==> src/rtl/sse_sparse_mem.sv <==
// ----------------------------------------------------------------------------
// sse_sparse_mem
// Element-to-slot memory with one registered read port, one write port and
// a valid bit per entry so that unwritten entries read as zero.
// ----------------------------------------------------------------------------
module sse_sparse_mem #(
    parameter int DEPTH = 256,
    parameter int AW    = 8
) (
    input  logic          clk,
    input  logic          rst_n,
    input  logic          rd_en,
    input  logic [AW-1:0] rd_addr,
    output logic [AW-1:0] rd_data,
    input  logic          wr_en,
    input  logic [AW-1:0] wr_addr,
    input  logic [AW-1:0] wr_data
);

    logic [AW-1:0] mem [DEPTH];
    logic [DEPTH-1:0] vld_reg;
    logic [AW-1:0] rd_data_reg;
    logic          rd_vld_reg;

    always_ff @(posedge clk)
    begin
        if (wr_en)
        begin
            mem[wr_addr] <= wr_data;
        end
        if (rd_en)
        begin
            rd_data_reg <= mem[rd_addr];
        end
    end

    always_ff @(posedge clk or negedge rst_n)
    begin
        if (!rst_n)
        begin
            vld_reg    <= '0;
            rd_vld_reg <= 1'b0;
        end
        else
        begin
            if (wr_en)
            begin
                vld_reg[wr_addr] <= 1'b1;
            end
            if (rd_en)
            begin
                rd_vld_reg <= vld_reg[rd_addr];
            end
        end
    end

    assign rd_data = rd_vld_reg ? rd_data_reg : '0;

endmodule

==> config.mk <==
export PLATFORM = sky130hd
export DESIGN_NAME = sse_sparse_mem
export DESIGN_NICKNAME = d
export VERILOG_FILES = /design/src/rtl/sse_sparse_mem.sv
export SDC_FILE = /design/constraint.sdc
export NUM_CORES = 2
export LEC_CHECK = 0
export BUFFER_PORTS_ARGS = -buffer_cell sky130_fd_sc_hd__buf_2
export CAP_MARGIN = 30
export CORE_MARGIN = 3
export CORE_UTILIZATION = 50
export DETAILED_ROUTE_END_ITERATION = 16
export MAX_ROUTING_LAYER = met4
export PLACE_DENSITY = 0.74
export SETUP_SLACK_MARGIN = 0.15
export SLEW_MARGIN = 20
export SYNTH_ARGS = -nofsm -noshare
export SYNTH_HDL_FRONTEND = slang
export SYNTH_SLANG_ARGS = --single-unit
export TNS_END_PERCENT = 10
==> constraint.sdc <==
create_clock -name clk -period 2.6 [get_ports clk]
set_input_delay 0.13 -clock clk [delete_from_list [all_inputs] [get_ports clk]]
set_output_delay 0.13 -clock clk [all_outputs]
set_load 0.02 [all_outputs]
Word level (Yosys, flattened, before mapping)
Memories as Yosys holds them, arrays and structs flattened. A register that Yosys moved wholly into a read port is not among the register bits.
Cells that the tools add are included.
Word-level totals
  bits in registers: 257
  bits in latches: 0
  memory bits (writable): 2048
  bits in read-only memories: 0
  logic and storage cells: 15
  memories: 1
Memory list
  mem: words 256, width 8, read ports 1, clocked after Yosys merged registers in 1, wr ports 1, line 20  | logic [AW-1:0] mem [DEPTH];
Operators by class
  add/subtract/negate cells: 0
  multiply operators: 0
  divide/modulo/power cells: 0
  order comparisons: 3
  eq/ne operators: 0
  shift-type cells: 0
  muxes and demuxes: 7
  bitwise gates (word level): 1
  reductions and logical operators: 1
Operator list (number)
  $or A256 B256 Y256: 1
  $lt A8 B9 Y1 const B: 2
  $bmux W1 S8: 1
  $demux W1 S8: 1
  $ge A8 B1 Y1 const B: 1
  $mux W8: 1
  $mux W1: 4
  $logic_and A1 B1 Y1: 1

Depth between registers and ports, before layout
  depth in word-level cells: 5
  gate-level depth with buffers: 12

Worst setup path before layout
Ideal clock, no wire load.
  path type: input to register
  from: input rd_addr[1]
  to: register rd_data_reg[4] (read register of mem) (data pin)
  arrival: 2.371 ns
  data required time: 2.338 ns
  setup slack: -0.033 ns
  stages on the path: 10
  path buffers: 4
  cell sequence: buf_2 buf_2 clkbuf_1 buf_1 mux4_2 a22oi_1 a21oi_1 nor4_1 o22ai_1 or2_2
RTL lines
  start: declaration: line 13  | input logic [AW-1:0] rd_addr,
  end: declaration: line 22  | logic [AW-1:0] rd_data_reg;

==> out/metrics.yaml <==
setup_path:
  max_stage_delay_ps: 480
  cp_cell_sequence: "mux4_2, a22oi_2, a21oi_2, nor4_2, buf_4, o22ai_2, or2_2"
  r2r-start: "mem[219][2]$_DFFE_PP_"
  r2r_end: "rd_data_reg[2]$_DFFE_PP_"
  crit_family: "simple AND/OR/NAND/NOR gates"
  worst-r2r-cell-count: 7
  critical_path.slowest_cell: "mux4_2"
  reg2reg_setup_slack_ps: 80
  critPathArrivalTime_ps: 3110
  critPathMaxFanout: 1
  cp.required_ps: 3190
  path_class: "flop to flop"
  worst_setup_path_start_kind: "flop"
  endpoint_kind: "flop"
  critPathBufInv: 1
power_and_ir_drop:
  ir_worst_vdd_mv: 0.621
  p_per_area_nw_per_um2: 741
  leakagePower_nw: 35.8
  power_w: 0.0779
cts:
  clock_path_buffers: 3
  postCtsSetupRepairBufs: 0
  cts_tree: "built"
  worst_skew_pair.late_latency_ps: 860
  cts_inserted_buffers: 212
  path_clk_slew_ps: 70
  cts.sink_count: 2313
  cts_root_buffer: "clkbuf_16"
  h-tree-depth: 4
die:
  start_util_pct: 50.6
  die_w_um: 427
  core_um2: 175000
  rows: 153
  die_area_um2: 182000
  die_h_um: 427
  pin_count: 36
drt:
  drt-initial-drc-count: 6304
  wl_per_cell_um: 30.3
  postRouteAntennaNets: 1
  drc: 0
  finalWirelength_um: 226000
  dr.pass1.iters: 7
  num_vias: 47100
  drt-vias-per-instance: 6.32
layout:
  final_area_um2: 105000
  largest_reg_flops: 2048
  finalNonFillerCells: 7447
  seq_area_um2: 68200
  multi_input_area_um2: 20500
  drive_gt1_share_pct: 38.7
  fillers: 11800
  syn_to_final_growth_pct: 18.5
  nets: 4951
  post-route-util_pct: 60.0
placed_design:
  dp.cells: 7014
  pre_cts_slack_ps: -975
  dp_hpwl_um: 144000
  placed_area_um2: 96600
  place_congestion: 0.919
  io_buffers: 35
sta:
  setup_ws_ps: 77.1
  fin_crit_sh_pct: 97.0
  slew_headroom_pct: 30.1
  finalHoldViolCount: 0
  setup_viol: 0
  max_freq_ghz: 0.396
  worstMarginPinSlew_ps: 1040
  fin_crit_ps: 2520
  skew_ps: 63.7
  rsz0062_at_grt: "yes"
  slew_viol_final: 0
logic_synthesis:
  ys.flop_type: "edfxtp_1"
  seq_area_frac_synth_pct: 76.9
  synth_edf_count: 2056
  synthArstFlopShare_pct: 11.1
  synth_area_per_cell_um2: 20.7
  synth.distinct_cells: 36
  synthesis.nets: 4314
  syn_area_um2: 88700
  syn_inst: 4286
  synth-warning-count: 0
  ys_ff_latch: 2313
outcome:
  status: "finished, violations left"
  failed_checks: "antenna rules"
global_routing:
  use_met3_pct: 5.03
  grt_usage_pct: 25.8
  grt_max_degree: 105
  grt_pass1_wl_um: 332000
  antenna_found_initial: 14
  grt.busiest_layer: "met2"
  met1_usage_pct: 34.9
  grt_util_met2_pct: 39.7
  gr-total-overflow: 0
  grt_pass1_vias: 47800
min_path:
  min_path_cells: 5
  hold_end: "rd_vld_reg$_DFFE_PN0P_"
  hold_path_class: "input pin to flop"
  min_from: "rd_addr[6]"
run:
  maxCapViolCount: 0
[per-layer routing]
| metal | wire length [µm] | part of all wire (%) | up-vias |
|---|---|---|---|
| li1 | - | - | 18900 |
| met1 | 84000 | 37 | 24800 |
| met2 | 110000 | 49 | 2873 |
| met3 | 23200 | 10 | 485 |
| met4 | 9160 | 4.1 | 0 |
| met5 | 0 | 0 | - |
[what timing repair did]
action	4_1_cts	5_1_grt
hold endpoints to repair	820	0
pin swaps	37	38
gates resized for setup	128	63
hold buffers	20	0
setup endpoints to repair	9	9
[how the worst max path moves through the flow]
stage / slack, ps / from / end / cells after the start
floorplan: 150 / rd_addr[1] / rd_data_reg[4]$_DFFE_PP_ / 10
global placement: -990 / rd_addr[0] / rd_data_reg[7]$_DFFE_PP_ / 11
detailed placement: -980 / rd_addr[0] / rd_data_reg[7]$_DFFE_PP_ / 11
CTS: 100 / mem[59][4]$_DFFE_PP_ / rd_data_reg[4]$_DFFE_PP_ / 7
global route: 40 / mem[219][2]$_DFFE_PP_ / rd_data_reg[2]$_DFFE_PP_ / 7
finish: 80 / mem[219][2]$_DFFE_PP_ / rd_data_reg[2]$_DFFE_PP_ / 7
[cells in the mapped netlist (all sizes together) (5+ instances only)]
library cell	count	share of area [%]
a2111oi	5	0.049
a21oi	134	0.76
a22oi	258	2.2
and2	9	0.063
buf	107	0.57
clkbuf	146	0.62
dfrtp	257	7.3
edfxtp	2056	70
mux2i	28	0.32
mux4	565	14
nand2	33	0.14
nand3	32	0.18
nand4	12	0.085
nor2	266	1.1
nor2b	14	0.099
nor3	7	0.039
nor4	34	0.24
o221ai	10	0.099
o22ai	21	0.15
or2	266	1.9
[area by class of cell]
class | instances | share of cell area, %
flip-flops and latches | 2313 | 64.9
multi-input cells | 1715 | 19.5
clock buffers | 291 | 5.63
repair buffers | 676 | 5.96
inverters | 5 | 0.0179
well taps | 2325 | 2.77
clock inverters | 109 | 1.26
diodes | 13 | 0.0310
[tightest hold or removal path, cell delays in order]
cell       delay [ps]
buf_2             160
buf_4             230
a2111oi_4          90
nor3_1            190
a211o_1           140
[layout by cell type, fill, tap and decap left out, drive strengths merged, types with 6 or more instances in the layout]
cell type    instances
a21oi              134
a22oi              258
and2                 9
buf                651
bufinv              25
clkbuf             296
clkinv              72
clkinvlp             6
dfrtp              257
diode               13
dlygate4sd3         20
edfxtp            2056
inv                 11
mux2i               28
mux4               565
nand2               33
nand3               32
nand4               12
nor2               266
nor2b               14
nor3                 7
nor4                34
o221ai              10
o22ai               21
or2                266
[cell families after synthesis]
| group | after synthesis | share of synthesized area (%) |
|---|---|---|
| DFF | 2313 | 76.9 |
| and+or+nand+nor | 680 | 3.90 |
| AOI/OAI and AO/OA | 439 | 3.33 |
| buffers and inverters | 258 | 1.21 |
| muxes | 596 | 14.7 |
[metrics by stage]
stage	hold slack [ps]	TNS [ps]
finish	126	0
global route	94.3	0
CTS	7.30	0
detailed placement	183	-9160
global placement	181	-7980
floorplan	-166	0
[where the power goes]
| part | switching (W) | leakage (nW) | internal, W |
|---|---|---|---|
| Sequential | 0.000211 | 22.0 | 0.0409 |
| Combinational | 0.00275 | 10.3 | 0.00205 |
| Clock | 0.0136 | 3.54 | 0.0185 |
Note: power is estimated with default switching activity, not from simulation.
