## src/rtl/sse_dense_mem.sv

```systemverilog
// ----------------------------------------------------------------------------
// sse_dense_mem
// Dense member memory with two registered read ports and one write port.
// ----------------------------------------------------------------------------
module sse_dense_mem #(
    parameter int DEPTH = 256,
    parameter int AW    = 8
) (
    input  logic          clk,
    input  logic          rd_a_en,
    input  logic [AW-1:0] rd_a_addr,
    output logic [AW-1:0] rd_a_data,
    input  logic          rd_b_en,
    input  logic [AW-1:0] rd_b_addr,
    output logic [AW-1:0] rd_b_data,
    input  logic          wr_en,
    input  logic [AW-1:0] wr_addr,
    input  logic [AW-1:0] wr_data
);

    logic [AW-1:0] mem [DEPTH];
    logic [AW-1:0] rd_a_data_reg;
    logic [AW-1:0] rd_b_data_reg;

    always_ff @(posedge clk)
    begin
        if (wr_en)
        begin
            mem[wr_addr] <= wr_data;
        end
        if (rd_a_en)
        begin
            rd_a_data_reg <= mem[rd_a_addr];
        end
        if (rd_b_en)
        begin
            rd_b_data_reg <= mem[rd_b_addr];
        end
    end

    assign rd_a_data = rd_a_data_reg;
    assign rd_b_data = rd_b_data_reg;

endmodule

```

## config.mk

```make
export PLATFORM = sky130hd
export DESIGN_NAME = sse_dense_mem
export DESIGN_NICKNAME = d
export VERILOG_FILES = /design/src/rtl/sse_dense_mem.sv
export SDC_FILE = /design/constraint.sdc
export NUM_CORES = 2
export LEC_CHECK = 0
export ABC_CLOCK_PERIOD_IN_PS = 2800
export BUFFER_PORTS_ARGS = -buffer_cell sky130_fd_sc_hd__buf_2
export CAP_MARGIN = 20
export CORE_MARGIN = 4
export CORE_UTILIZATION = 58
export DETAILED_ROUTE_END_ITERATION = 16
export HOLD_SLACK_MARGIN = 0.15
export PLACE_DENSITY = 0.74
export SLEW_MARGIN = 20
export SYNTH_ARGS = -nofsm -noshare
export SYNTH_HDL_FRONTEND = slang
export SYNTH_SLANG_ARGS = --single-unit
```

## constraint.sdc

```tcl
create_clock -name clk -period 2.8 [get_ports clk]
set_clock_uncertainty 0.2 [all_clocks]
set_input_delay 0.56 -clock clk [delete_from_list [all_inputs] [get_ports clk]]
set_output_delay 0.56 -clock clk [all_outputs]
set_load 0.03 [all_outputs]
```

== Word level (Yosys, flattened, before mapping) ==
Memory sizes are Yosys's and may differ from the RTL's. A register that Yosys moved wholly into a read port is not among the register bits.
Index checks and enable logic that the tools add are counted.

* Register bits: 0
* Bits in writable memories: 2,048
* Output and inout bits: 16
* Memories: 1
* Word-level logic and storage cells: 3
* Input port bits: 36

* Mux-type cells: 2

{| class="wikitable"
|+ Memory list
! name !! depth !! bits a word !! read ports !! clocked after Yosys merged registers in !! wr ports !! line !! text
|-
| mem || 256 || 8 || 2 || 2 || 1 || 21 || <nowiki>logic [AW-1:0] mem [DEPTH];</nowiki>
|}

{| class="wikitable"
|+ Operators by type and width
! cell !! number
|-
| $mux W1 || 2
|}

== Depth between registers and ports, before layout ==
* Word-level depth: 2
* Depth in mapped cells: 12

== Least setup slack after synthesis ==
OpenSTA, ideal clock, no wires.

* Path type: input to register
* Start: in rd_b_addr[0]
* End: reg rd_b_data_reg[0], in the netlist rd_b_data[0], read port of mem (data pin)
* Data arrival time: 2.461 ns
* Cell stages on the path: 9
* Data required time: 2.323 ns
* Setup slack: -0.138 ns
* Cell sequence: buf_4 -> buf_6 -> buf_2 -> mux4_2 -> mux4_2 -> nand2_1 -> a21oi_1 -> a21oi_1 -> a221oi_2

{| class="wikitable"
|+ RTL lines
! what !! line !! text
|-
| from (decl) || 14 || <nowiki>input logic [AW-1:0] rd_b_addr,</nowiki>
|-
| to (decl) || 23 || <nowiki>logic [AW-1:0] rd_b_data_reg;</nowiki>
|}

==> results.md <==
Routing:
- The number of violations reported at the end of detailed-routing iteration 0 is between 10k and 15k.
- The first-pass iteration count of the detailed router is 7.
- After detailed routing, the number of remaining DRC violations is 0.
- After detailed routing, the average wire length per cell comes to 37.92 um.
- The mean number of vias per cell is around 7.3.
- Summing over every cut layer, the via total after detailed routing is between 50k and 60k.
- The detail route stage leaves a number of antenna-violating nets equal to 0.
- The total detailed-routing wirelength is 309600 um.

Timing:
- The hold violation count in the final report was 0.
- The final setup violation count is 1.
- In the finished design, the share of the clock period the worst path needs comes to 101.3%.
- The worst slew slack as a fraction of its limit is 32.35%.
- The slack of the critical path is -0.03646 ns.
- The pin slew with the least headroom to its limit is 1.013 ns.
- After routing, the total negative slack on setup checks comes to -0.03646 ns.
- The shortest clock period the worst path allows after layout is 2.836 ns.
- The fmax is around 350 MHz.
- The number of pins exceeding their max-slew limit in the final report was 0.

Floorplanning:
- The die outline width is 417.2 um.
- The effective utilization at floorplan is 58.61%.
- The area of the die is 0.1741 mm^2.
- The row count is between 100 and 150.
- Pin placement for this block handled 52 I/O pins.
- The height of the die is 417.2 um.
- After floorplanning, the core was sized to cover ~0.17 mm^2.

Power and ir drop:
- The part of the power in the clock network is 39.8%.
- The internal power is about 52000 uW.
- Of the total power, combinational logic draws 10.0%.
- In this run switching power makes up 23.55% of total power.
- The switching power total is 16040 uW.
- The proportion of power drawn by flip-flops and latches is 50.2%.
- In this run the power density over the cells is 596.0 mW/mm^2.
- The leakage dissipation is 0.03798 uW.
- The total power is 68130 uW.
- The maximum ir drop on the vdd rail is 0.6729 mV.

Setup path:
- Data arrives at the worst endpoint at 3.21 ns.
- STA classifies the critical path endpoint as a register.
- Traced cell by cell, the critical path runs through buf_8, buf_12, buf_12, buf_6, mux4_2, mux4_2, mux2i_1, o21ai_0, o211ai_1, a221oi_2.
- For the worst flop-to-flop path, the logic depth is 5.
- The endpoint of the worst register-to-register path is rd_a_data[0].
- In this design, the stage delay of the slowest critical-path cell is 0.59 ns.
- For flop-to-flop paths, the worst setup slack is 0.01 ns.
- The worst register-to-register path begins at mem[95][0].
- The critical-path cell with the highest stage delay is mux4_2.
- The critical path capture point is rd_b_data[0].
- The critical path in this run is classified as in -> reg.
- The kind of cell with the highest combined delay on the critical path is multiplexers.
- At the worst endpoint, the required time is ~3.2 ns.
- STA classifies the critical path startpoint as an input port.
- The critical path contains buffers and inverters numbering 4 combined.
- The biggest fanout along the worst timing path is 20.
- Tracing the worst setup path back leads to its startpoint at rd_b_addr[1].
- Counting buffers and inverters, the worst setup path is 10 cells deep.

Synthesis:
- Counting distinct cell types in the post-synthesis netlist gives 64.
- The synthesized area per cell is 20.04 um^2.
- The number of nets handed over by synthesis was 4883.
- The post-synthesis cell count is 4847.
- Yosys attributes the largest share of cell area to edfxtp_1 (64%), mux4_2 (24%), mux2i_1 (2.4%), nor2_1 (1.2%), o221ai_1 (0.59%).
- Summed over its instances, the top area cell type makes up roughly 64% of the synthesized netlist area.
- The dominant cell type by area after synthesis is edfxtp_1.
- The count of flip-flops with a built-in enable after synthesis is 2064.
- The post-synthesis async set-or-reset flop share is 0%.
- The flop and latch count out of synthesis is ~2.1k.
- The number of warnings printed during yosys synthesis is 0.
- The cell area after technology mapping is 0.09713 mm^2.
- Summing the sequential cell areas from Yosys gives 63.81% of the chip area.
- The most frequently used flop master after synthesis is edfxtp_1.

Clock tree:
- The root buffer cell chosen for the clock tree is clkbuf_16.
- The number of levels the H-tree was split into is 4.
- Clock tree synthesis inserted a total of 206 buffers.
- At the later pin of the worst-skew pair, clock insertion delay measures 0.86 ns.
- The total clock sinks is 2064.
- The CTS tree is done.
- The clock transition time at the flip-flop clock pins of the worst setup and hold paths is 0.06 ns.
- The clock passes through at most 3 buffers.

Final layout:
- The ratio of cells with drive above 1 in the final layout is 43.06%.
- The multi-input gate area in the final layout is 0.03278 mm^2.
- The commonest non-fill, non-tap cell in the layout is edfxtp_1.
- The final core utilization is between 60% and 70%.
- The count of non-filler cells in the finished layout is 8165.
- The combined flip-flop and latch cell area is 0.06198 mm^2.
- The number of fill cells in the layout is between 10k and 15k.
- In the layout the commonest cells are edfxtp_1 (2064), mux4_2 (1051), buf_4 (946).
- The number of nets in the layout is around 5.8k.
- The number of flip-flops under the largest register name is between 2k and 2.5k.
- Compared with the post-synthesis result, the final layout area differs by 17.69%.

Placement:
- Port buffering added 51 buffers.
- The wire-length estimate of the detail-placed layout is 212500 um.
- Counting tap cells, the placed design contains a total of 7742 instances.
- The worst-case setup slack after placement is -1.622 ns.
- The final RePlAce weighted congestion is 1.009.

Worst hold path:
- The type of the tightest min-delay check is in -> reg.

Global route:
- The maximum number of pins on one net before global-route repair is 96.
- The first global-routing pass estimated 437900 um of wire.
- Global routing consumed, over all layers together, between 30% and 40% of the routing resources.
- The initial antenna violation count was 16.
- The number of global-route vias before repair is 58.89k.
- The overflow left after global routing is 0.

Outcome:
- The run finished, with violations left.
- The final reports fail on negative setup slack.

Job:
- The max-cap check violation count is 0.
[cell families after synthesis]
group,count (synthesis),share of synthesized area (%)
simple gates,591,2.691
compound gates,466,3.533
buf+inv,401,2.726
mux,1325,27.24
flops,2064,63.81
[through the flow]
stage,hold WS (ns),area [um^2]
after global placement,0.8180,106900
after floorplan,0.4589,97360
final,0.3170,114300
after global routing,0.2850,114300
after CTS,0.2508,113800
after detailed placement,0.8160,106900
[worst min path at each step]
| stage | startpoint | endpoint | slack [ns] | depth (start not counted) |
|---|---|---|---|---|
| after floorplan | wr_data[0] | mem[0][0] | 0.46 | 0 |
| after global placement | rd_a_en | rd_a_data[5] | 0.82 | 1 |
| after detailed placement | rd_a_en | rd_a_data[5] | 0.82 | 1 |
| after CTS | wr_addr[7] | mem[30][7] | 0.25 | 4 |
| after global routing | wr_addr[2] | mem[172][6] | 0.28 | 4 |
| final | wr_addr[4] | mem[59][0] | 0.32 | 4 |
[metal layers]
layer | global-route usage [%] | wire (um) | up-vias
li1 | - | - | 22990
met1 | 49.23 | 106000 | 30910
met2 | 53.02 | 140600 | 5072
met3 | 10.75 | 44720 | 880
met4 | 17.06 | 18230 | 8
met5 | 0.2501 | 103 | -
[what timing repair did]
action                                  in CTS  in global routing
gates resized for setup                     45                 48
hold buffers                                12                  0
setup buffers                                1                 17
hold endpoints to repair                   364                  0
pin swaps                                    1                  4
endpoints found under the setup margin      16                 15
cloned                                       3                  3
[Yosys cell counts, types with 12 or more instances]
| library cell | count |
|---|---|
| edfxtp_1 | 2064 |
| mux4_2 | 1051 |
| nor2_1 | 298 |
| mux2i_1 | 236 |
| clkbuf_1 | 137 |
| nand2_1 | 114 |
| buf_2 | 104 |
| a21oi_1 | 79 |
| o221ai_1 | 65 |
| a22oi_1 | 62 |
| nand3_1 | 52 |
| o22ai_1 | 48 |
| buf_6 | 44 |
| buf_4 | 42 |
| mux2_2 | 38 |
| buf_8 | 35 |
| o21ai_0 | 34 |
| a221oi_1 | 32 |
| a211oi_1 | 28 |
| nor2b_1 | 27 |
| buf_1 | 25 |
| a22o_1 | 22 |
| nor3_1 | 21 |
| nand4_1 | 13 |
| o211ai_1 | 13 |
| and2_1 | 12 |
[worst register-to-register path, cell delays in order, from the launching register on]
cell      delay, ns
edfxtp_1       0.39
mux4_2         0.52
mux4_2         0.57
and2_1         0.24
o31ai_2        0.50
a211oi_1       0.08
[power by group through the flow]
stage	Clock [uW]	Combinational [uW]	Sequential [uW]
after CTS	27200	6590	34200
final	27100	6850	34200
after detailed placement	0	6470	34800
after floorplan	0	3410	34800
after global routing	28600	7000	34200
after global placement	0	6400	34800
[cell type report]
| type | count | area share, % |
|---|---|---|
| diodes | 10 | 0.02189 |
| clock buffers | 245 | 4.675 |
| clock inverters | 133 | 1.061 |
| inverters | 6 | 0.02298 |
| multi-input cells | 2382 | 28.68 |
| flip-flops and latches | 2064 | 54.22 |
| well taps | 2189 | 2.396 |
| repair buffers | 1136 | 8.928 |
Power figures use the tool's default switching activity.
